### src/rtl/glic_pkg.sv
// Package with the shared constants and types of the grow light and irrigation controller.
package glic_pkg;

  // Field widths.
  localparam int unsigned LevelW   = 12;
  localparam int unsigned TimeW    = 11;
  localparam int unsigned CountW   = 16;
  localparam int unsigned PercentW = 7;
  localparam int unsigned KindW    = 2;
  localparam int unsigned ModeW    = 4;
  localparam int unsigned CfgIdxW  = 3;
  localparam int unsigned CfgDataW = 16;

  // Divider geometry: dividend is a 12 by 12 bit product.
  localparam int unsigned DivW     = 2 * LevelW;
  localparam int unsigned DivCntW  = $clog2(DivW);

  // Constants of the control law.
  localparam logic [LevelW-1:0]   FullDrive  = 12'd4095;
  localparam logic [LevelW-1:0]   RampStep   = 12'd20;
  localparam logic [PercentW-1:0] PercentMax = 7'd100;
  localparam logic [1:0]          DryNeeded  = 2'd2;
  localparam logic [1:0]          StreakMax  = 2'd3;
  localparam logic [CountW-1:0]   CountMax   = 16'hFFFF;

  // Mode flag bit positions.
  localparam int unsigned ModeLightAuto = 0;
  localparam int unsigned ModePumpAuto  = 1;
  localparam int unsigned ModeGreenOn   = 2;
  localparam int unsigned ModeInvert    = 3;

  // Item kinds.
  typedef enum logic [KindW-1:0] {
    KIND_TICK   = 2'd0,
    KIND_WATER  = 2'd1,
    KIND_FORCE  = 2'd2,
    KIND_UNUSED = 2'd3
  } kind_e;

  // Configuration register indexes.
  typedef enum logic [CfgIdxW-1:0] {
    CFG_DRY_LEVEL    = 3'd0,
    CFG_FAULT_LEVEL  = 3'd1,
    CFG_LIGHT_LOW    = 3'd2,
    CFG_LIGHT_HIGH   = 3'd3,
    CFG_WINDOW_START = 3'd4,
    CFG_WINDOW_STOP  = 3'd5,
    CFG_HOLD_OFF     = 3'd6,
    CFG_MODE_FLAGS   = 3'd7
  } cfg_idx_e;

  // Sequencer states, one-hot.
  typedef enum logic [4:0] {
    S_IDLE = 5'b00001,
    S_DROP = 5'b00010,
    S_PCT  = 5'b00100,
    S_RAMP = 5'b01000,
    S_OUT  = 5'b10000
  } state_e;

endpackage

### src/rtl/glic_intf.sv
// Handshake interfaces for the input, result and configuration channels.
interface glic_in_if
  import glic_pkg::*;
();
  logic              valid;
  logic              ready;
  logic [KindW-1:0]  kind;
  logic              minute_tick;
  logic [TimeW-1:0]  time_of_day;
  logic [LevelW-1:0] ambient_level;
  logic [LevelW-1:0] soil_level;
  logic              tank_has_water;
  logic              force_value;

  modport source (output valid, kind, minute_tick, time_of_day, ambient_level,
                  soil_level, tank_has_water, force_value, input ready);
  modport sink   (input valid, kind, minute_tick, time_of_day, ambient_level,
                  soil_level, tank_has_water, force_value, output ready);
endinterface

interface glic_out_if
  import glic_pkg::*;
();
  logic                valid;
  logic                ready;
  logic [LevelW-1:0]   red_drive;
  logic [LevelW-1:0]   green_drive;
  logic [LevelW-1:0]   blue_drive;
  logic [PercentW-1:0] light_percent;
  logic                pump_pulse;
  logic [CountW-1:0]   minutes_since_water;
  logic                light_allowed;

  modport source (output valid, red_drive, green_drive, blue_drive, light_percent,
                  pump_pulse, minutes_since_water, light_allowed, input ready);
  modport sink   (input valid, red_drive, green_drive, blue_drive, light_percent,
                  pump_pulse, minutes_since_water, light_allowed, output ready);
endinterface

interface glic_cfg_if
  import glic_pkg::*;
();
  logic                valid;
  logic                ready;
  logic [CfgIdxW-1:0]  index;
  logic [CfgDataW-1:0] data;

  modport source (output valid, index, data, input ready);
  modport sink   (input valid, index, data, output ready);
endinterface

### src/rtl/grow_light_and_irrigation_controller_top.sv
// Top level of the grow light and irrigation controller with its sequencer and shared divider.
// Sequencing: a command, a plain second tick, or a minute tick whose target needs no division
//   passes through the ramp and output states to the result register; a minute tick that maps
//   the ambient level first runs the 24-step restoring division and then the percent state.
// Acceptance: one item at a time, input being ready only in the idle state; the 24-step shared
//   restoring divider and a stalled output hold off the next; the result register lets it in.
// Reset: asynchronous, active low; clears all control state and loads register defaults.
module grow_light_and_irrigation_controller_top
  import glic_pkg::*;
(
  input  logic       clk_i,
  input  logic       rst_ni,
  glic_in_if.sink    in_i,
  glic_out_if.source out_o,
  glic_cfg_if.sink   cfg_i
);

  // Configuration registers.
  logic [LevelW-1:0] dry_level_q, fault_level_q, light_low_q, light_high_q;
  logic [TimeW-1:0]  window_start_q, window_stop_q;
  logic [CountW-1:0] hold_off_q;
  logic [ModeW-1:0]  mode_q;

  // Controller state.
  state_e              state_q, state_d;
  logic [LevelW-1:0]   ramp_q, target_q;
  logic [PercentW-1:0] percent_q;
  logic                allowed_q, forced_q, pulse_q, tick_q;
  logic [CountW-1:0]   count_q;
  logic [1:0]          streak_q;

  // Shared divider.
  logic [DivW-1:0]    quo_q;
  logic [LevelW-1:0]  rem_q, dsr_q;
  logic [DivCntW-1:0] cnt_q;

  // Result register.
  logic                out_valid_q;
  logic [LevelW-1:0]   red_q, green_q, blue_q;
  logic [PercentW-1:0] out_pct_q;
  logic                out_pulse_q, out_allowed_q;
  logic [CountW-1:0]   out_count_q;

  logic in_acc, out_free;
  assign in_i.ready  = (state_q == S_IDLE);
  assign in_acc      = in_i.valid && in_i.ready;
  assign out_free    = !out_valid_q || out_o.ready;
  assign cfg_i.ready = 1'b1;

  // Configuration writes.
  always_ff @(posedge clk_i or negedge rst_ni) begin
    if (!rst_ni) begin
      dry_level_q    <= '0;
      fault_level_q  <= FullDrive;
      light_low_q    <= '0;
      light_high_q   <= FullDrive;
      window_start_q <= '0;
      window_stop_q  <= '0;
      hold_off_q     <= '0;
      mode_q         <= '0;
    end else if (cfg_i.valid) begin
      unique case (cfg_idx_e'(cfg_i.index))
        CFG_DRY_LEVEL:    dry_level_q    <= cfg_i.data[LevelW-1:0];
        CFG_FAULT_LEVEL:  fault_level_q  <= cfg_i.data[LevelW-1:0];
        CFG_LIGHT_LOW:    light_low_q    <= cfg_i.data[LevelW-1:0];
        CFG_LIGHT_HIGH:   light_high_q   <= cfg_i.data[LevelW-1:0];
        CFG_WINDOW_START: window_start_q <= cfg_i.data[TimeW-1:0];
        CFG_WINDOW_STOP:  window_stop_q  <= cfg_i.data[TimeW-1:0];
        CFG_HOLD_OFF:     hold_off_q     <= cfg_i.data[CountW-1:0];
        CFG_MODE_FLAGS:   mode_q         <= cfg_i.data[ModeW-1:0];
        default: ;
      endcase
    end
  end

  // Minute evaluation on the incoming item: window, counter, watering decision and light mapping.
  logic              win, allowed_n, forced_n, pump_ok, soil_dry, fire, light_on, map_div;
  logic [CountW-1:0] count_inc, count_n;
  logic [1:0]        streak_n;
  logic [LevelW-1:0] amb_ofs;
  logic [DivW-1:0]   drop_dvd;

  always_comb begin
    count_inc = (count_q == CountMax) ? count_q : count_q + 1'b1;
    win       = (window_start_q < in_i.time_of_day) && (in_i.time_of_day < window_stop_q);
    allowed_n = win ? 1'b1 : forced_q;
    forced_n  = win ? 1'b0 : forced_q;
    pump_ok   = mode_q[ModePumpAuto] && (hold_off_q < count_inc) && in_i.tank_has_water;
    soil_dry  = (in_i.soil_level > dry_level_q) && (in_i.soil_level < fault_level_q);
    streak_n  = streak_q;
    if (pump_ok) begin
      if (!soil_dry) begin
        streak_n = '0;
      end else if (streak_q < StreakMax) begin
        streak_n = streak_q + 1'b1;
      end
    end
    fire    = pump_ok && (streak_n >= DryNeeded) && allowed_n;
    count_n = count_inc;
    if (fire) begin
      count_n  = '0;
      streak_n = '0;
    end
    if (!mode_q[ModePumpAuto]) begin
      count_n = hold_off_q;
    end
    light_on = mode_q[ModeLightAuto] && allowed_n;
    map_div  = light_on && (in_i.ambient_level > light_low_q)
               && (in_i.ambient_level < light_high_q);
    // (a - low) * 4095 as a shift and subtract.
    amb_ofs  = in_i.ambient_level - light_low_q;
    drop_dvd = {amb_ofs, {LevelW{1'b0}}} - {{LevelW{1'b0}}, amb_ofs};
  end

  // One restoring divider step.
  logic [LevelW+1:0] trial;
  logic              borrow;
  logic [LevelW-1:0] rem_n;
  logic [DivW-1:0]   quo_n;
  logic              div_last;

  always_comb begin
    trial    = {1'b0, rem_q, quo_q[DivW-1]} - {2'b00, dsr_q};
    borrow   = trial[LevelW+1];
    rem_n    = borrow ? {rem_q[LevelW-2:0], quo_q[DivW-1]} : trial[LevelW-1:0];
    quo_n    = {quo_q[DivW-2:0], !borrow};
    div_last = (cnt_q == DivCntW'(DivW - 1));
  end

  // Percent of the new target, target * 100 / 4095. For a product below 2^19 the
  // quotient by 4095 is (p + (p >> 12) + 1) >> 12.
  logic [LevelW+PercentW-1:0] pct_prod, pct_sum;
  logic [PercentW-1:0]        pct_n;

  always_comb begin
    pct_prod = ({{PercentW{1'b0}}, target_q} << 6) + ({{PercentW{1'b0}}, target_q} << 5)
               + ({{PercentW{1'b0}}, target_q} << 2);
    pct_sum  = pct_prod + (pct_prod >> LevelW) + 1'b1;
    pct_n    = pct_sum[LevelW+PercentW-1:LevelW];
  end

  // Ramp toward the target by at most one step.
  logic [LevelW-1:0] ramp_n;

  always_comb begin
    ramp_n = ramp_q;
    if (ramp_q > target_q) begin
      ramp_n = ((ramp_q - target_q) > RampStep) ? ramp_q - RampStep : target_q;
    end else if (ramp_q < target_q) begin
      ramp_n = ((target_q - ramp_q) > RampStep) ? ramp_q + RampStep : target_q;
    end
  end

  // Sequencer transitions.
  always_comb begin
    state_d = state_q;
    unique case (state_q)
      S_IDLE: begin
        if (in_acc) begin
          state_d = (kind_e'(in_i.kind) == KIND_TICK && in_i.minute_tick && map_div)
                    ? S_DROP : S_RAMP;
        end
      end
      S_DROP:  if (div_last) state_d = S_PCT;
      S_PCT:   state_d = S_RAMP;
      S_RAMP:  state_d = S_OUT;
      S_OUT:   if (out_free) state_d = S_IDLE;
      default: state_d = S_IDLE;
    endcase
  end

  // Controller state and divider registers.
  always_ff @(posedge clk_i or negedge rst_ni) begin
    if (!rst_ni) begin
      state_q   <= S_IDLE;
      ramp_q    <= '0;
      target_q  <= '0;
      percent_q <= '0;
      allowed_q <= 1'b0;
      forced_q  <= 1'b0;
      count_q   <= '0;
      streak_q  <= '0;
      pulse_q   <= 1'b0;
      tick_q    <= 1'b0;
      cnt_q     <= '0;
    end else begin
      state_q <= state_d;
      unique case (state_q)
        S_IDLE: begin
          if (in_acc) begin
            pulse_q <= 1'b0;
            tick_q  <= (kind_e'(in_i.kind) == KIND_TICK);
            cnt_q   <= '0;
            case (kind_e'(in_i.kind))
              KIND_TICK: begin
                if (in_i.minute_tick) begin
                  allowed_q <= allowed_n;
                  forced_q  <= forced_n;
                  count_q   <= count_n;
                  streak_q  <= streak_n;
                  pulse_q   <= fire;
                  if (!map_div) begin
                    target_q  <= (light_on && in_i.ambient_level <= light_low_q)
                                 ? FullDrive : '0;
                    percent_q <= (light_on && in_i.ambient_level <= light_low_q)
                                 ? PercentMax : '0;
                  end
                end
              end
              KIND_WATER: begin
                if (in_i.tank_has_water) begin
                  count_q <= '0;
                  pulse_q <= 1'b1;
                end
              end
              KIND_FORCE: forced_q <= in_i.force_value;
              default: ;
            endcase
          end
        end
        S_DROP: begin
          cnt_q <= cnt_q + 1'b1;
          if (div_last) begin
            target_q <= FullDrive - quo_n[LevelW-1:0];
          end
        end
        S_PCT:  percent_q <= pct_n;
        S_RAMP: if (tick_q) ramp_q <= ramp_n;
        S_OUT: ;
        default: ;
      endcase
    end
  end

  // Divider datapath: loaded with the drop division when the item is accepted.
  always_ff @(posedge clk_i) begin
    if (state_q == S_IDLE && in_acc) begin
      quo_q <= drop_dvd;
      rem_q <= '0;
      dsr_q <= light_high_q - light_low_q;
    end else if (state_q == S_DROP) begin
      quo_q <= quo_n;
      rem_q <= rem_n;
    end
  end

  // Result register.
  logic [LevelW-1:0] drive, green;

  always_comb begin
    drive = mode_q[ModeInvert] ? FullDrive - ramp_q : ramp_q;
    if (mode_q[ModeGreenOn]) begin
      green = drive;
    end else begin
      green = mode_q[ModeInvert] ? FullDrive : '0;
    end
  end

  always_ff @(posedge clk_i or negedge rst_ni) begin
    if (!rst_ni) begin
      out_valid_q <= 1'b0;
    end else if (state_q == S_OUT && out_free) begin
      out_valid_q <= 1'b1;
    end else if (out_o.ready) begin
      out_valid_q <= 1'b0;
    end
  end

  always_ff @(posedge clk_i) begin
    if (state_q == S_OUT && out_free) begin
      red_q         <= drive;
      green_q       <= green;
      blue_q        <= drive;
      out_pct_q     <= percent_q;
      out_pulse_q   <= pulse_q;
      out_count_q   <= count_q;
      out_allowed_q <= allowed_q;
    end
  end

  assign out_o.valid               = out_valid_q;
  assign out_o.red_drive           = red_q;
  assign out_o.green_drive         = green_q;
  assign out_o.blue_drive          = blue_q;
  assign out_o.light_percent       = out_pct_q;
  assign out_o.pump_pulse          = out_pulse_q;
  assign out_o.minutes_since_water = out_count_q;
  assign out_o.light_allowed       = out_allowed_q;

  // An accepted item always takes the sequencer out of the idle state in the following cycle.
  assert property (@(posedge clk_i) disable iff (!rst_ni)
    in_acc |=> (state_q != S_IDLE))
    else $error("sequencer stayed idle after an accepted item");

  // The percent value never exceeds full brightness.
  assert property (@(posedge clk_i) disable iff (!rst_ni)
    percent_q <= PercentMax)
    else $error("percent value above maximum");

  // The drive ramps by no more than one step per cycle.
  assert property (@(posedge clk_i) disable iff (!rst_ni)
    ((ramp_q >= $past(ramp_q)) ? (ramp_q - $past(ramp_q)) : ($past(ramp_q) - ramp_q))
      <= RampStep)
    else $error("ramp moved by more than one step");

  // The result register is loaded only when it is free.
  assert property (@(posedge clk_i) disable iff (!rst_ni)
    (state_q == S_OUT && out_valid_q && !out_o.ready) |=> (state_q == S_OUT))
    else $error("result dropped while output stalled");

endmodule
### src/flat_wrapper.sv
// flat-port wrapper written by rule: the top's interface ports become plain ports
module grow_light_and_irrigation_controller_top_flat import glic_pkg::*;
  (clk_i, rst_ni, in_i_valid, in_i_kind, in_i_minute_tick, in_i_time_of_day, in_i_ambient_level, in_i_soil_level, in_i_tank_has_water, in_i_force_value, in_i_ready, out_o_valid, out_o_red_drive, out_o_green_drive, out_o_blue_drive, out_o_light_percent, out_o_pump_pulse, out_o_minutes_since_water, out_o_light_allowed, out_o_ready, cfg_i_valid, cfg_i_index, cfg_i_data, cfg_i_ready);
  glic_in_if in_i_i ();
  glic_out_if out_o_i ();
  glic_cfg_if cfg_i_i ();
  input  logic clk_i;
  input  logic rst_ni;
  input wire logic [$bits(in_i_i.valid)-1:0] in_i_valid;
  input wire logic [$bits(in_i_i.kind)-1:0] in_i_kind;
  input wire logic [$bits(in_i_i.minute_tick)-1:0] in_i_minute_tick;
  input wire logic [$bits(in_i_i.time_of_day)-1:0] in_i_time_of_day;
  input wire logic [$bits(in_i_i.ambient_level)-1:0] in_i_ambient_level;
  input wire logic [$bits(in_i_i.soil_level)-1:0] in_i_soil_level;
  input wire logic [$bits(in_i_i.tank_has_water)-1:0] in_i_tank_has_water;
  input wire logic [$bits(in_i_i.force_value)-1:0] in_i_force_value;
  output wire logic [$bits(in_i_i.ready)-1:0] in_i_ready;
  output wire logic [$bits(out_o_i.valid)-1:0] out_o_valid;
  output wire logic [$bits(out_o_i.red_drive)-1:0] out_o_red_drive;
  output wire logic [$bits(out_o_i.green_drive)-1:0] out_o_green_drive;
  output wire logic [$bits(out_o_i.blue_drive)-1:0] out_o_blue_drive;
  output wire logic [$bits(out_o_i.light_percent)-1:0] out_o_light_percent;
  output wire logic [$bits(out_o_i.pump_pulse)-1:0] out_o_pump_pulse;
  output wire logic [$bits(out_o_i.minutes_since_water)-1:0] out_o_minutes_since_water;
  output wire logic [$bits(out_o_i.light_allowed)-1:0] out_o_light_allowed;
  input wire logic [$bits(out_o_i.ready)-1:0] out_o_ready;
  input wire logic [$bits(cfg_i_i.valid)-1:0] cfg_i_valid;
  input wire logic [$bits(cfg_i_i.index)-1:0] cfg_i_index;
  input wire logic [$bits(cfg_i_i.data)-1:0] cfg_i_data;
  output wire logic [$bits(cfg_i_i.ready)-1:0] cfg_i_ready;
  assign in_i_i.valid = in_i_valid;
  assign in_i_i.kind = in_i_kind;
  assign in_i_i.minute_tick = in_i_minute_tick;
  assign in_i_i.time_of_day = in_i_time_of_day;
  assign in_i_i.ambient_level = in_i_ambient_level;
  assign in_i_i.soil_level = in_i_soil_level;
  assign in_i_i.tank_has_water = in_i_tank_has_water;
  assign in_i_i.force_value = in_i_force_value;
  assign in_i_ready = in_i_i.ready;
  assign out_o_valid = out_o_i.valid;
  assign out_o_red_drive = out_o_i.red_drive;
  assign out_o_green_drive = out_o_i.green_drive;
  assign out_o_blue_drive = out_o_i.blue_drive;
  assign out_o_light_percent = out_o_i.light_percent;
  assign out_o_pump_pulse = out_o_i.pump_pulse;
  assign out_o_minutes_since_water = out_o_i.minutes_since_water;
  assign out_o_light_allowed = out_o_i.light_allowed;
  assign out_o_i.ready = out_o_ready;
  assign cfg_i_i.valid = cfg_i_valid;
  assign cfg_i_i.index = cfg_i_index;
  assign cfg_i_i.data = cfg_i_data;
  assign cfg_i_ready = cfg_i_i.ready;
  grow_light_and_irrigation_controller_top u_core (.clk_i(clk_i), .rst_ni(rst_ni), .in_i(in_i_i), .out_o(out_o_i), .cfg_i(cfg_i_i));
endmodule
### config.mk
export PLATFORM = sky130hd
export DESIGN_NAME = grow_light_and_irrigation_controller_top_flat
export DESIGN_NICKNAME = d
export VERILOG_FILES = /design/src/rtl/glic_pkg.sv /design/src/rtl/glic_intf.sv /design/src/rtl/grow_light_and_irrigation_controller_top.sv /design/src/flat_wrapper.sv
export SDC_FILE = /design/constraint.sdc
export NUM_CORES = 1
export LEC_CHECK = 0
export BUFFER_PORTS_ARGS = -buffer_cell sky130_fd_sc_hd__buf_2
export CAP_MARGIN = 20
export CORE_MARGIN = 5
export CORE_UTILIZATION = 40
export CTS_BUF_LIST = sky130_fd_sc_hd__clkbuf_8
export DETAILED_ROUTE_END_ITERATION = 10
export HOLD_SLACK_MARGIN = 0.06
export PLACE_DENSITY = 0.55
export SYNTH_ARGS = -nofsm -noshare
export SYNTH_HDL_FRONTEND = slang
export SYNTH_SLANG_ARGS = --single-unit
### constraint.sdc
create_clock -name clk_i -period 5.79 [get_ports clk_i]
set_clock_uncertainty 0.1 [all_clocks]
set_input_delay 1.4475 -clock clk_i [delete_from_list [all_inputs] [get_ports clk_i]]
set_output_delay 1.4475 -clock clk_i [all_outputs]
set_load 0.01 [all_outputs]
== Word-level counts from Yosys, hierarchy flattened ==
Cells that the tools add are included.
Storage, ports and cells
  register bits: 251
  input bits: 64
  output and inout port bits: 64
  logic and storage cells: 178
Cells by class
  add/sub/neg operators: 17
  magnitude comparators: 14
  equal/unequal tests: 25
  muxes and demuxes: 49
  reductions and logical operators: 44
Operator list (number)
  12-bit 2-to-1 mux: 14
  16-bit 2-to-1 mux: 5
  24-bit 2-to-1 mux: 2
  12-bit subtractor: 4
  12-bit > comparator: 3
  12-bit < comparator: 3
  7-bit 2-to-1 mux: 5
  16-bit one-hot mux with 2 select lines: 1
  5-bit one-hot mux with 5 select lines: 1
  12-bit by 5-bit > comparator with 1-bit output (second input constant): 2
  12-bit one-hot mux with 2 select lines: 1
  12-bit subtractor (first input constant): 2
  24-bit by 12-bit subtractor with 24-bit output: 1
  11-bit < comparator: 2
  5-bit 2-to-1 mux: 4
  2-bit AND reduction: 10
  18-bit by 17-bit adder with 19-bit output: 1
  19-bit by 1-bit adder with 19-bit output (second input constant): 1
  19-bit by 14-bit adder with 19-bit output: 1
  19-bit by 7-bit adder with 19-bit output: 1
  16-bit by 1-bit adder with 16-bit output (second input constant): 1
  16-bit equality test (second input constant): 1
  16-bit < comparator: 1
  1-bit logical AND: 15
  other kinds (35): 67

== Logic depth before layout (Yosys ltp) ==
Gate-level depths: netlist of run 1.
  depth after elaboration: 13
  mapped depth: 22

== Worst setup path before layout of run 1 ==
No wires, ideal clock.
  kind: reg-to-reg
  start: register u_core.target_q[1]
  end: register u_core.percent_q[2]
  setup time: 0.121 ns
  arrival time: 4.589 ns
  required time: 5.569 ns
  setup slack: 0.980 ns
  cell stages (with the launch flop): 21
  buffers on the path: 0
  cells stage by stage: dfrtp_1 -> fa_1 -> ha_1 -> inv_1 -> fa_1 -> nor2b_1 -> o21ai_0 -> a21oi_1 -> o41ai_1 -> o21bai_1 -> a21oi_1 -> o21ai_0 -> ha_1 -> a211oi_1 -> a221oi_1 -> o21ai_0 -> a2111oi_1 -> nand2_1 -> xor2_1 -> nand2_1 -> a22o_1
On the way
  cells in the longest elaborated chain, start to end: 5
RTL lines
  start, declared: RTL line grow_light_and_irrigation_controller_top.sv:26  | logic [LevelW-1:0] ramp_q, target_q;
  start signal, assigned: RTL line grow_light_and_irrigation_controller_top.sv:203  | target_q <= (light_on && in_i.ambient_level <= light_low_q)
  start signal, assigned: RTL line grow_light_and_irrigation_controller_top.sv:224  | target_q <= FullDrive - quo_n[LevelW-1:0];
  18-bit by 17-bit adder with 19-bit output: RTL line grow_light_and_irrigation_controller_top.sv:136  | pct_prod = ({{PercentW{1'b0}}, target_q} << 6) + ({{PercentW{1'b0}}, target_q} << 5)
  19-bit by 14-bit adder with 19-bit output *: RTL line grow_light_and_irrigation_controller_top.sv:137  | + ({{PercentW{1'b0}}, target_q} << 2);
  19-bit by 7-bit adder with 19-bit output *: RTL line grow_light_and_irrigation_controller_top.sv:138  | pct_sum = pct_prod + (pct_prod >> LevelW) + 1'b1;
  19-bit by 1-bit adder with 19-bit output *: RTL line grow_light_and_irrigation_controller_top.sv:138
  7-bit one-hot mux with 2 select lines *: RTL line grow_light_and_irrigation_controller_top.sv:188  | unique case (state_q)
  end signal, assigned: RTL line grow_light_and_irrigation_controller_top.sv:205  | percent_q <= (light_on && in_i.ambient_level <= light_low_q)
  end signal, assigned: RTL line grow_light_and_irrigation_controller_top.sv:227  | S_PCT: percent_q <= pct_n;
  end, declared: RTL line grow_light_and_irrigation_controller_top.sv:27  | logic [PercentW-1:0] percent_q;
Every way passes the cells marked *; elsewhere a longest branch is shown, timed or not.
A chain may end at the register's enable or synchronous reset.

== Worst setup path in the final report of run 1 ==
  start: register u_core.target_q[0]
  end: register u_core.percent_q[2]
The elaborated chain is that of the path after synthesis.

==> results of run 1 <==
[registers in the layout, indices dropped and copies added (netlist names), 12 cells and up]
| name | count |
|---|---|
| u_core.rem_q | 12 |
| u_core.count_q | 16 |
| u_core.dry_level_q | 12 |
| u_core.dsr_q | 12 |
| u_core.target_q | 12 |
| u_core.out_o.green_drive | 12 |
| u_core.quo_q | 24 |
| u_core.light_high_q | 12 |
| u_core.ramp_q | 12 |
| u_core.hold_off_q | 16 |
| u_core.light_low_q | 12 |
| u_core.out_o.minutes_since_water | 16 |
| u_core.fault_level_q | 12 |
| u_core.out_o.red_drive | 12 |
[metal layers]
| layer | vias to the layer above | GRT usage (%) |
|---|---|---|
| met5 | - | 0 |
| met4 | 10 | 6.268 |
| met3 | 91 | 3.717 |
| met2 | 302 | 29.96 |
| met1 | 6113 | 25.13 |
| li1 | 6321 | - |
[cells in the mapped netlist, drive strengths merged, types with 6 or more instances]
cell type,count
or3,13
a22oi,15
a21boi,10
nand3,28
a21oi,66
mux2,76
fa,13
nor4,6
o2111ai,7
o221ai,6
mux2i,14
a21o,28
nand2b,20
ha,154
nor2,102
xor2,39
o22ai,9
nor3b,8
o32ai,6
a22o,6
and2,9
xnor2,56
o21a,18
o211ai,8
a2111oi,11
buf,26
nand4,15
dfstp,25
o21ai,160
or2,7
a211oi,15
dfrtp,129
o31ai,10
nor3,38
edfxtp,85
clkbuf,47
nor2b,23
dfxtp,12
nand2,146
a31oi,12
inv,142
[layout make-up]
class / count / share of cell area [%]
clock buffer: 52 / 3.847
clock inverter: 33 / 1.231
inverter: 143 / 2.885
sequential: 251 / 35.90
tap: 532 / 3.578
multi-input combinational: 1225 / 48.17
timing repair buffer: 150 / 4.392
[per-stage QoR]
step | hold WS [ns] | setup WS (ns) | setup TNS (ns)
2_1_floorplan | 0.3196 | 0.9797 | 0
5_1_grt | 0.3612 | -0.01970 | -0.01970
3_5_place_dp | 0.3351 | 0.2259 | 0
4_1_cts | 0.3484 | 0.1616 | 0
6_report | 0.3465 | 0.2867 | 0
3_3_place_gp | 0.3329 | 0.4314 | 0
[cell usage in the layout, fill, tap and decap left out, types with 7 or more instances in the layout]
cell                          n
sky130_fd_sc_hd__a2111oi_0    9
sky130_fd_sc_hd__dfxtp_1     12
sky130_fd_sc_hd__dfstp_2     25
sky130_fd_sc_hd__and2_1       9
sky130_fd_sc_hd__a31oi_1     12
sky130_fd_sc_hd__xor2_1      39
sky130_fd_sc_hd__or3_1       12
sky130_fd_sc_hd__nand2b_1    20
sky130_fd_sc_hd__a21oi_1     66
sky130_fd_sc_hd__clkbuf_8    52
sky130_fd_sc_hd__o22ai_1      9
sky130_fd_sc_hd__o31ai_1     10
sky130_fd_sc_hd__o21ai_0    158
sky130_fd_sc_hd__mux2i_1     14
sky130_fd_sc_hd__mux2_2      75
sky130_fd_sc_hd__o21a_1      18
sky130_fd_sc_hd__nor2b_1     22
sky130_fd_sc_hd__a211oi_1    15
sky130_fd_sc_hd__a22oi_1     15
sky130_fd_sc_hd__ha_1       154
sky130_fd_sc_hd__clkinv_1     7
sky130_fd_sc_hd__buf_4       24
sky130_fd_sc_hd__dfrtp_1    128
sky130_fd_sc_hd__o211ai_1     8
sky130_fd_sc_hd__xnor2_1     56
sky130_fd_sc_hd__a21boi_0    10
sky130_fd_sc_hd__nand2_1    146
sky130_fd_sc_hd__inv_1      153
sky130_fd_sc_hd__nor3_1      35
sky130_fd_sc_hd__clkinv_2    11
sky130_fd_sc_hd__nand4_1     14
sky130_fd_sc_hd__buf_2      125
sky130_fd_sc_hd__nand3_1     28
sky130_fd_sc_hd__a21o_1      28
sky130_fd_sc_hd__edfxtp_1    85
sky130_fd_sc_hd__nor2_1     102
sky130_fd_sc_hd__o2111ai_1    7
sky130_fd_sc_hd__fa_1        13
[power by group through the flow]
stage          clock network [mW]  registers, mW  logic, mW
2_1_floorplan                   0           2.68       3.65
3_3_place_gp                    0           2.83       4.65
3_5_place_dp                    0           2.84       4.71
4_1_cts                      1.83           2.81       4.74
5_1_grt                      1.90           2.87       5.41
6_report                     1.76           2.81       4.78
[worst max-delay path: cells and delay by family (launching register included)]
kind | cells | cell delay [ns]
AND/OR/NAND/NOR | 3 | 0.28
adder cells (fa/ha/maj) | 4 | 1.33
flip-flops | 1 | 0.50
AO/OA/AOI/OAI | 11 | 2.93
buffers and inverters | 1 | 0.08
XOR/XNOR | 1 | 0.15
[worst max path at each step]
stage,depth (start not counted),from,slack (ns),end
floorplan,20,u_core.target_q[1],0.98,u_core.percent_q[2]
global placement,20,u_core.target_q[1],0.43,u_core.percent_q[2]
detailed placement,20,u_core.target_q[1],0.23,u_core.percent_q[6]
CTS,20,u_core.target_q[1],0.16,u_core.percent_q[6]
global route,20,u_core.target_q[0],-0.02,u_core.percent_q[6]
finish,20,u_core.target_q[0],0.29,u_core.percent_q[2]
[kinds of logic (layout without fill, tap and decap cells)]
kind of cell | count (synthesis) | count (layout) | synth area share (%)
AND/OR/NAND/NOR | 440 | 440 | 12.92
other | 1 | 1 | 0.02275
XOR/XNOR | 95 | 95 | 5.048
AO/OA/AOI/OAI | 432 | 432 | 16.85
adder cells (fa/ha/maj) | 167 | 167 | 13.27
flip-flops | 251 | 251 | 40.51
multiplexers | 90 | 90 | 6.043
buffers and inverters | 216 | 378 | 5.337
==> summary.txt, run 1 <==
Yosys
  • Sequential-to-total area share from yosys stat: 40.51%
  • Avg Synthesized Cell Area: 9.741 um^2
  • Gate count after technology mapping: 1,692
  • Synthesized net count: 1,923
  • Unique cell type count in the Yosys netlist: 82
  • Post-synthesis register bit count: 251
  • Dominant register cell in the synthesized netlist: sky130_fd_sc_hd__dfrtp_1
  • Ranking of synthesized cells by area: sky130_fd_sc_hd__dfrtp_1, sky130_fd_sc_hd__edfxtp_1, sky130_fd_sc_hd__ha_1, sky130_fd_sc_hd__mux2_2, sky130_fd_sc_hd__o21ai_0
  • Async S/R FF share, synth: 61.35%
  • EDFF count, synth: 85
  • Yosys warning count: 0
  • Post-synthesis cell area: 16,480 um^2
  • Largest area contributor in the netlist: sky130_fd_sc_hd__dfrtp_1
  • Share of the synthesized area in the top cell type: 19.59%

Global routing
  • Number of global-route vias before repair: 12,970
  • Antenna violations before repair: 5
  • Global router's overall resource usage: 18.58%
  • GRT overflow: 0
  • Wire length of the first global-routing pass: 68,080 um
  • Largest net degree at the start of global routing: 87

Timing
  • Final hold viol count: 0
  • Transition time at the pin with the least slew margin: 0.9287 ns
  • Share of the clock period used by the worst path after layout: 95.05%
  • Final setup violation count: 0
  • Slew headroom: 37.75%
  • Number of max-slew violations in the final report: 0
  • Final critical delay including setup and external delays: 5.503 ns
  • Fmax: 0.1817 GHz

Clocking
  • Worst-path clk slew: 0.06 ns
  • Number of buffers created by CTS: 46
  • Post-CTS setup buffers: 0
  • Worst-skew pair later-pin latency: 0.61 ns
  • Maximum buffer depth of the clock tree: 3
  • CTS root buffer: sky130_fd_sc_hd__clkbuf_8
  • TritonCTS clock tree: built
  • CTS sink count: 251
  • Cells resized by post-CTS repair: 0
  • Hold buffers post-CTS: 0
  • Number of H-tree branching levels: 2

Die
  • Core outline area: 40,830 um^2
  • Site row count: 74
  • Total die area: 45,360 um^2
  • Horizontal extent of the die: 213.0 um
  • IO Count: 128
  • Height of the chip: 213.0 um
  • Initial standard-cell utilization of the core: 40.37%

Min path
  • Worst hold path type: reg -> reg
  • Hold Crit Start: u_core.percent_q[1]
  • Worst Hold Path EP: u_core.out_o.light_percent[1]
  • Hold Path Depth: 0

Worst setup path
  • Type of the worst setup path: reg -> reg
  • Crit Reg-Reg Endpoint: u_core.percent_q[2]
  • Worst path arrival time: 5.89 ns
  • Source of the worst register-to-register timing path: u_core.target_q[0]
  • Most numerous cell on the critical path: sky130_fd_sc_hd__o21ai_0
  • Path depth of the worst reg2reg path: 20
  • Worst R2R Setup Slack: 0.29 ns
  • Worst path cell trace: fa_1 > ha_1 > inv_1 > fa_1 > nor2b_1 > o21ai_0 > a21oi_1 > o41ai_2 > o21bai_1 > a21oi_1 > o21ai_0 > ha_1 > a211oi_1 > a221oi_1 > o21ai_0 > a2111oi_1 > nand2_1 > xor2_1 > nand2_1 > a22o_1
  • Type of destination of the critical path: register
  • Data required time at the worst endpoint: 6.17 ns
  • Worst stage delay on the critical path: 0.84 ns
  • Max stage delay cell, worst path: sky130_fd_sc_hd__a2111oi_1
  • CP Max Fanout: 7
  • Sort of element at the start of the critical path: register

Layout
  • Layout fillers: 3,915
  • Synth-to-layout area growth: 12.87%
  • Antenna cell count: 0
  • Layout cell share with drive strength beyond 1: 18.39%
  • Post-layout net count: 2,048
  • Storage cell area: 6679 um^2
  • Multi-input combinational cell area: 8961 um^2
  • Post-route cell area: 18,600 um^2
  • Number of standard cells in the layout, taps in and fillers out: 2,386
  • Core utilization of the finished layout: 45.56%

Power and ir drop
  • Net switching fraction of the power: 42.98%
  • Overall power: 9.350 mW
  • Internal power of the cells: 5.331 mW
  • Switching power summed over all nets: 4.019 mW
  • Share of power burned in registers: 30.1%
  • Pwr Density: 502.6 nW/um^2
  • Clock Power Share: 18.8%
  • Gate power share: 51.1%
  • Maximum vdd ir drop: 0.0002633 V
  • Total leakage power: 8.143 nW

Outcome
  • Outcome: complete, no violations

Route
  • Metal3 WL: 2174 um
  • DR iter-0 viols: 828
  • Post-DR wirelength/cell: 17.60 um
  • Highest layer used for signal routing: met5
  • Met1 layer wirelength in the final routing: 19,390 um
  • Count of unresolved DRC violations after routing: 0
  • Vias post-DR: 12,840
  • Wire length after detailed routing: 42,000 um
  • Remaining antenna violation count: 0
  • Met2 layer wire length in the routed design: 19,160 um
  • Drt via density: 5.380
  • Number of iterations in the first detailed-routing pass: 5

Placed design
  • Post-DP HPWL: 31,640 um
  • Weighted congestion reported at the end of routability-driven placement: 0.8864
  • Cell Count Post-Placement: 2,301
  • Port bufs: 126
  • Post-DP Area: 17,650 um^2

Flow run
  • Max-cap violation count: 0
(Power assumes the default switching activity.)
==> run 2: changes to the inputs <==
Settings changed: CTS_BUF_LIST sky130_fd_sc_hd__clkbuf_8 to default.
==> run 2 against run 1 <==
Final area up 0.84%. Global-route usage is 0.28 points lower. Critical endpoint unchanged. Count of clock-buffer cells in the layout is 21 lower. Worst hold slack is essentially flat. Die area unchanged. Highest routed layer unchanged. Utilization rose by 0.38 points.
==> summary.txt, run 2 (synthesized netlist as in run 1, its figures left out) <==
Global routing
  • GRT overflow: 0 (unchanged)
  • Largest net degree at the start of global routing: 87 (unchanged)
  • Antenna violations before repair: 5 (unchanged)
  • Number of global-route vias before repair: 12,840 (-1.0%)
  • Global router's overall resource usage: 18.30% (-0.28 points)
  • Wire length of the first global-routing pass: 67,730 um (-0.51%)

Layout
  • Number of standard cells in the layout, taps in and fillers out: 2,359 (-1.1%)
  • Post-route cell area: 18,760 um^2 (+0.84%)
  • Commonest cells after routing, fill and taps aside: sky130_fd_sc_hd__o21ai_0, sky130_fd_sc_hd__ha_1, sky130_fd_sc_hd__nand2_1, sky130_fd_sc_hd__inv_1, sky130_fd_sc_hd__dfrtp_1
  • Antenna cell count: 0 (unchanged)
  • Synth-to-layout area growth: 13.82%
  • Storage cell area: 6679 um^2 (unchanged)
  • Layout fillers: 3,902 (-0.33%)
  • Number of flip-flops under the largest register name: 24 (unchanged)
  • Most common cell after layout, fill and taps aside: sky130_fd_sc_hd__o21ai_0
  • Layout cell share with drive strength beyond 1: 17.62% (-0.77 points)
  • Top reg by flops: u_core.quo_q
  • Multi-input combinational cell area: 8961 um^2 (unchanged)
  • Post-layout net count: 2,033 (-0.73%)

Power and ir drop
  • Pwr Density: 515.1 nW/um^2 (+2.5%)
  • Total leakage power: 8.150 nW (about the same)
  • Overall power: 9.663 mW (+3.3%)
  • Maximum vdd ir drop: 0.0002842 V (+7.9%)

Worst setup path
  • Data required time at the worst endpoint: 6.15 ns (-0.02 ns)
  • Worst path arrival time: 5.85 ns (-0.04 ns)
  • CP Max Fanout: 7 (unchanged)
  • Most numerous cell on the critical path: sky130_fd_sc_hd__o21ai_0
  • Max stage delay cell, worst path: sky130_fd_sc_hd__a2111oi_1
  • Sort of element at the start of the critical path: register
  • Worst path cell trace: fa_1 > ha_1 > inv_1 > fa_1 > nor2b_1 > o21ai_0 > a21oi_1 > o41ai_2 > o21bai_1 > a21oi_1 > o21ai_0 > ha_1 > a211oi_1 > a221oi_1 > o21ai_0 > a2111oi_1 > nand2_1 > xor2_1 > nand2_1 > a22o_1
  • Worst stage delay on the critical path: 0.84 ns (about the same)
  • Type of the worst setup path: reg -> reg
  • Type of destination of the critical path: register

Die
  • Initial standard-cell utilization of the core: 40.37% (unchanged)
  • Horizontal extent of the die: 213.0 um (unchanged)
  • Site row count: 74 (unchanged)
  • IO Count: 128 (unchanged)
  • Core outline area: 40,830 um^2 (unchanged)
  • Height of the chip: 213.0 um (unchanged)
  • Total die area: 45,360 um^2 (unchanged)

Route
  • DR iter-0 viols: 797 (-3.7%)
  • Number of iterations in the first detailed-routing pass: 5 (unchanged)
  • Drt via density: 5.391 (+0.21%)
  • Count of unresolved DRC violations after routing: 0 (unchanged)
  • Remaining antenna violation count: 0 (unchanged)
  • Vias post-DR: 12,720 (-0.93%)
  • Post-DR wirelength/cell: 17.61 um (about the same)
  • Wire length after detailed routing: 41,550 um (-1.1%)

Timing
  • Final hold viol count: 0 (unchanged)
  • Setup_tns: 0 ns (unchanged)
  • Share of the clock period used by the worst path after layout: 94.90% (-0.15 points)
  • Final setup violation count: 0 (unchanged)
  • Number of max-slew violations in the final report: 0 (unchanged)
  • Fmax: 0.1820 GHz (+0.16%)
  • Slew headroom: 38.15% (+0.40 points)
  • Transition time at the pin with the least slew margin: 0.9227 ns (-0.006035 ns)
  • Final critical delay including setup and external delays: 5.495 ns (-0.008658 ns)
  • Setup repair after global routing missed its margin: false

Clocking
  • Worst-path clk slew: 0.06 ns (about the same)
  • Maximum buffer depth of the clock tree: 3 (unchanged)
  • Number of H-tree branching levels: 1 (-1)
  • Worst-skew pair later-pin latency: 0.59 ns (-0.02 ns)
  • Number of buffers created by CTS: 31 (-33%)
  • Hold buffers post-CTS: 0 (unchanged)
  • TritonCTS clock tree: built
  • CTS sink count: 251 (unchanged)
  • CTS root buffer: sky130_fd_sc_hd__clkbuf_16

Placed design
  • Post-DP HPWL: 31,640 um (unchanged)
  • Port bufs: 126 (unchanged)
  • Cell Count Post-Placement: 2,301 (unchanged)
  • Post-DP Area: 17,650 um^2 (unchanged)
  • Weighted congestion reported at the end of routability-driven placement: 0.8864 (unchanged)

Flow run
  • Max-cap violation count: 0 (unchanged)

Outcome
  • Outcome: complete, no violations

Min path
  • Worst hold path type: reg -> reg
[run 2: changes by cell type in the layout (fill, tap and decap cells not counted)]
cell                        delta
sky130_fd_sc_hd__clkbuf_8     -52
sky130_fd_sc_hd__clkbuf_16    +31
sky130_fd_sc_hd__inv_1        -11
sky130_fd_sc_hd__bufinv_16     +4
sky130_fd_sc_hd__clkinv_2      -4
sky130_fd_sc_hd__clkinv_1      +3
sky130_fd_sc_hd__clkinv_4      +3
sky130_fd_sc_hd__inv_16        +1
sky130_fd_sc_hd__inv_6         -1
sky130_fd_sc_hd__inv_8         -1
[run 2: where the power goes]
group / internal [mW] / leakage [nW] / switching (mW) / total, mW
sequential: 2.39 / 2.77 / 0.422 / 2.81
clock: 1.29 / 0.545 / 0.794 / 2.08
combinational: 1.98 / 4.83 / 2.79 / 4.77
[run 2: repair_timing]
action                     4_1_cts  5_1_grt
buffers inserted                 0        0
hold endpoints to repair         0        0
setup endpoints to repair        0        5
resized for setup                0        3
[run 2: critical path, delay by kind of cell (launching register included)]
kind	cells	cell delay, ns
and+or+nand+nor	3	0.29
AOI/OAI and AO/OA	11	2.92
buffers and inverters	1	0.08
DFF	1	0.49
adders and majority gates	4	1.33
xor gates and xnor gates	1	0.16
[run 2: worst paths after layout]
path	from	end	slack, ns	cells after the start
min in group asynchronous	rst_ni	u_core.light_low_q[4]	0.79	1
min reg2reg	u_core.percent_q[1]	u_core.out_o.light_percent[1]	0.35	0
max in group asynchronous	rst_ni	u_core.target_q[1]	3.67	2
min	u_core.percent_q[1]	u_core.out_o.light_percent[1]	0.35	0
max	u_core.target_q[0]	u_core.percent_q[2]	0.30	20
max reg2reg	u_core.target_q[0]	u_core.percent_q[2]	0.30	20
[run 2: per-layer routing]
metal | vias up | track usage, % | share of wire [%]
met1 | 6116 | 25.29 | 46
met3 | 69 | 3.365 | 4.9
li1 | 6292 | - | -
met4 | 10 | 4.149 | 2.2
met2 | 231 | 30.11 | 46
met5 | - | 0 | 0.16
[run 2: area by class of cell]
cell class / instances / area share [%]
timing repair buffer: 150 / 4.355
inverter: 143 / 2.861
multi-input combinational: 1225 / 47.77
tap: 532 / 3.548
sequential: 251 / 35.60
clock inverter: 27 / 1.734
clock buffer: 31 / 4.135
[run 2: stage by stage]
step / utilization (%) / hold WS [ns] / setup slack, ns
after floorplan: - / 0.3196 / 0.9797
after global placement: 43.22 / 0.3329 / 0.4314
after detailed placement: 43.22 / 0.3351 / 0.2259
after CTS: 45.92 / 0.3512 / 0.1879
after global routing: 45.95 / 0.3650 / 0.01235
final: 45.95 / 0.3466 / 0.2954
